===== config.mk =====
export PLATFORM = sky130hd
export DESIGN_NAME = tllc_ram
export DESIGN_NICKNAME = d
export VERILOG_FILES = /design/src/rtl/tllc_ram.sv
export SDC_FILE = /design/constraint.sdc
export NUM_CORES = 1
export LEC_CHECK = 0
export ABC_AREA = 1
export BUFFER_PORTS_ARGS = -buffer_cell sky130_fd_sc_hd__clkbuf_2
export CAP_MARGIN = 20
export CORE_MARGIN = 2
export CORE_UTILIZATION = 60
export CTS_CLUSTER_DIAMETER = 60
export DETAILED_ROUTE_END_ITERATION = 10
export PLACE_DENSITY_LB_ADDON = 0.08
export SETUP_SLACK_MARGIN = 0.1
export SYNTH_ARGS = -nofsm -noshare
export SYNTH_HDL_FRONTEND = slang
export SYNTH_SLANG_ARGS = --single-unit

===== constraint.sdc =====
create_clock -name i_clk -period 2.73 [get_ports i_clk]
set_clock_uncertainty 0.1 [all_clocks]
set_input_delay 0.1365 -clock i_clk [delete_from_list [all_inputs] [get_ports i_clk]]
set_output_delay 0.1365 -clock i_clk [all_outputs]
set_load 0.1 [all_outputs]

===== src/rtl/tllc_ram.sv =====
// Generic simple dual-port RAM with registered read.
`timescale 1ns / 1ps
module tllc_ram #(
    parameter int WIDTH = 8,
    parameter int DEPTH = 16
) (
    input  logic                                 i_clk,
    input  logic                                 i_we,
    input  logic [(DEPTH > 1 ? $clog2(DEPTH) : 1)-1:0] i_waddr,
    input  logic [WIDTH-1:0]                     i_wdata,
    input  logic [(DEPTH > 1 ? $clog2(DEPTH) : 1)-1:0] i_raddr,
    output logic [WIDTH-1:0]                     o_rdata
);

    logic [WIDTH-1:0] r_mem [DEPTH];

    always_ff @(posedge i_clk) begin
        if (i_we) begin
            r_mem[i_waddr] <= i_wdata;
        end
        o_rdata <= r_mem[i_raddr];
    end

endmodule


==> flow_summary.yaml <==
die:
  die_w_um: 102
  core-area_um2: 9280
  ios: 26
  dieArea_um2: 10400
  row_count: 35
  dieHeight_um: 102
  start_util_pct: 62.1
setup_path:
  end_kind: "output port"
  worst_ep_arrival_time_ns: 1.32
  required_ns: 2.49
  crit_type: "reg2out"
  cpMaxStageDelayCell: "clkbuf_2"
  critPathTopFamily: "buffers and inverters"
  path_cells: "clkbuf_2"
  startpoint: "o_rdata[7]"
  worst-path-buf-inv: 1
  worstPathMaxFanout: 1
  cp-start-kind: "flip-flop"
  max_stage_delay_ns: 0.46
  path_depth: 1
  reg2reg_from: "r_mem[5][0]"
  r2r_cells: 6
routing:
  drtAntennaViolNets: 0
  viasPerCell: 5.23
  drt_iter0_drc: 351
  drcViolationCount: 0
  firstDrtPassIters: 7
  vias: 3763
  wl_per_cell_um: 16.8
  wirelength_um: 12100
clocking:
  clock_path_buffers: 2
  path_clk_slew_ns: 0.06
  cts_sinks: 136
  clockRootBuffer: "clkbuf_8"
  clock_latency_ns: 0.52
  htree_levels: 4
  cts_tree: "built"
  cts_buffers: 17
  cts_setup_buffers: 0
layout:
  final_common_cell: "nand2_1"
  multiInputGateArea_um2: 1210
  n_fill_cell: 707
  seqCellArea_um2: 4000
  area_delta_synth_final_pct: 13.3
  drive_gt1_share_pct: 10.3
  antenna_cells: 0
  finalInstanceArea_um2: 6530
  final_cell_mix: "nand2_1 (173), edfxtp_1 (128), inv_1 (100)"
  fin_nets: 596
  final_util_pct: 70.4
status:
  status: "completed"
sta:
  worstMarginPinSlew_ns: 0.857
  fmax_ghz: 0.643
  grt_setup_unrepaired: "no"
  final-setup-viol-count: 0
  timing.hold.ws_ns: 0.0162
  slew_headroom_pct: 42.7
  period_share_pct: 57.0
  layout_min_cycle_time_ns: 1.56
  finalWorstSetupSlack_ns: 1.17
  report.final.slew_viol_count: 0
  final-hold-violation-count: 0
  finalSetupTns_ns: 0
grt:
  grt_usage_pct: 25.7
  grt_pass1_vias: 3624
  grt_antenna_before_repair: 0
  grt_pass1_wl_um: 19000
  grt_overflow: 0
  grt_max_degree: 65
logic_synthesis:
  syn_avg_cell_area_um2: 10.5
  yosysSeqAreaShare_pct: 69.4
  yosys_warnings: 0
  postSynthCellCount: 551
  netlist_area_um2: 5770
  synth_area_leader_cell: "edfxtp_1"
  ys_ff_latch: 136
  synthTopCellsByArea: "edfxtp_1 (67%), nand2_1 (11%), nand3_1 (8.4%)"
  syn-num-nets: 569
  ys_types: 12
  yosysTopAreaCellShare_pct: 66.7
place:
  dpl_cell_area_um2: 5920
  placement.io_buffers: 25
  dp_hpwl_um: 7190
  place.gp.congestion: 0.853
  dp_slack_ns: 1.00
hold_path:
  worstHoldPathCells: 1
  hold_class: "in2reg"
  min_from: "i_wdata[4]"
power_and_ir_drop:
  leakagePower_nw: 2.84
  vdd_ir_drop_max_uv: 540
  p_per_area_nw_per_um2: 759
flow_run:
  drv_cap: 0
==> synth_stat cells <==
master	n
buf_4	4
nand2_1	173
buf_2	13
edfxtp_1	128
nand3_1	97
nand3b_1	2
dfxtp_1	8
buf_6	6
nor2_1	17
buf_1	1
inv_1	100
inv_2	2
==> sequential cells by signal, summed over array words and instances, names as in the netlist <==
| register | count |
|---|---|
| o_rdata | 8 |
| r_mem | 128 |
==> power breakdown <==
part	switching [mW]	total (mW)	internal, mW	leakage (nW)
Sequential	0.0131	2.35	2.34	1.22
Combinational	0.293	0.370	0.0772	1.33
Clock	0.831	2.24	1.41	0.285
==> final cells by class <==
type	count	share of cell area [%]
Clock buffer	20	6.66
Clock inverter	12	2.32
Inverter	102	5.86
Multi-Input combinational cell	289	18.6
Sequential cell	136	61.3
Tap cell	129	2.47
Timing Repair Buffer	32	2.83
==> kinds of logic after synthesis <==
group,synth area share [%]
buffers and inverters,9.52
flip-flops,69.4
AND/OR/NAND/NOR,21.0
==> worst paths after layout <==
check | to | slack (ns)
hold reg to reg | o_rdata[0] | 0.57
setup reg to reg | o_rdata[0] | 1.55
setup / recovery | o_rdata[7] | 1.17
hold / removal | r_mem[12][4] | 0.02
==> through the flow <==
step	power, mW	instances
6_report	4.96	720
5_1_grt	5.12	720
4_1_cts	4.98	720
3_5_place_dp	2.76	685
3_3_place_gp	2.75	685
2_1_floorplan	2.65	551
==> routing by layer <==
layer  up-vias  global-route usage [%]  share of wire (%)
met4         0                    9.64                1.9
met5         -                       0                  0
li1       1829                       -                  -
met3        21                    7.80                7.3
met2       148                    40.5                 50
met1      1765                    34.1                 41
==> worst reg2reg max path, stage by stage (launching register included) <==
cell and delay [ns]:
edfxtp_1 0.37, inv_1 0.06, nand2_1 0.05, nand3_1 0.14, nand3_1 0.10, nand3_1 0.19
nand2_1 0.07
==> what timing repair did <==
item	in CTS	in global routing
endpoints found under the setup margin	0	0
endpoints found under the hold margin	28	0
resized for setup	0	0
hold buffers	3	0
Note: power is estimated with default switching activity, not from simulation.
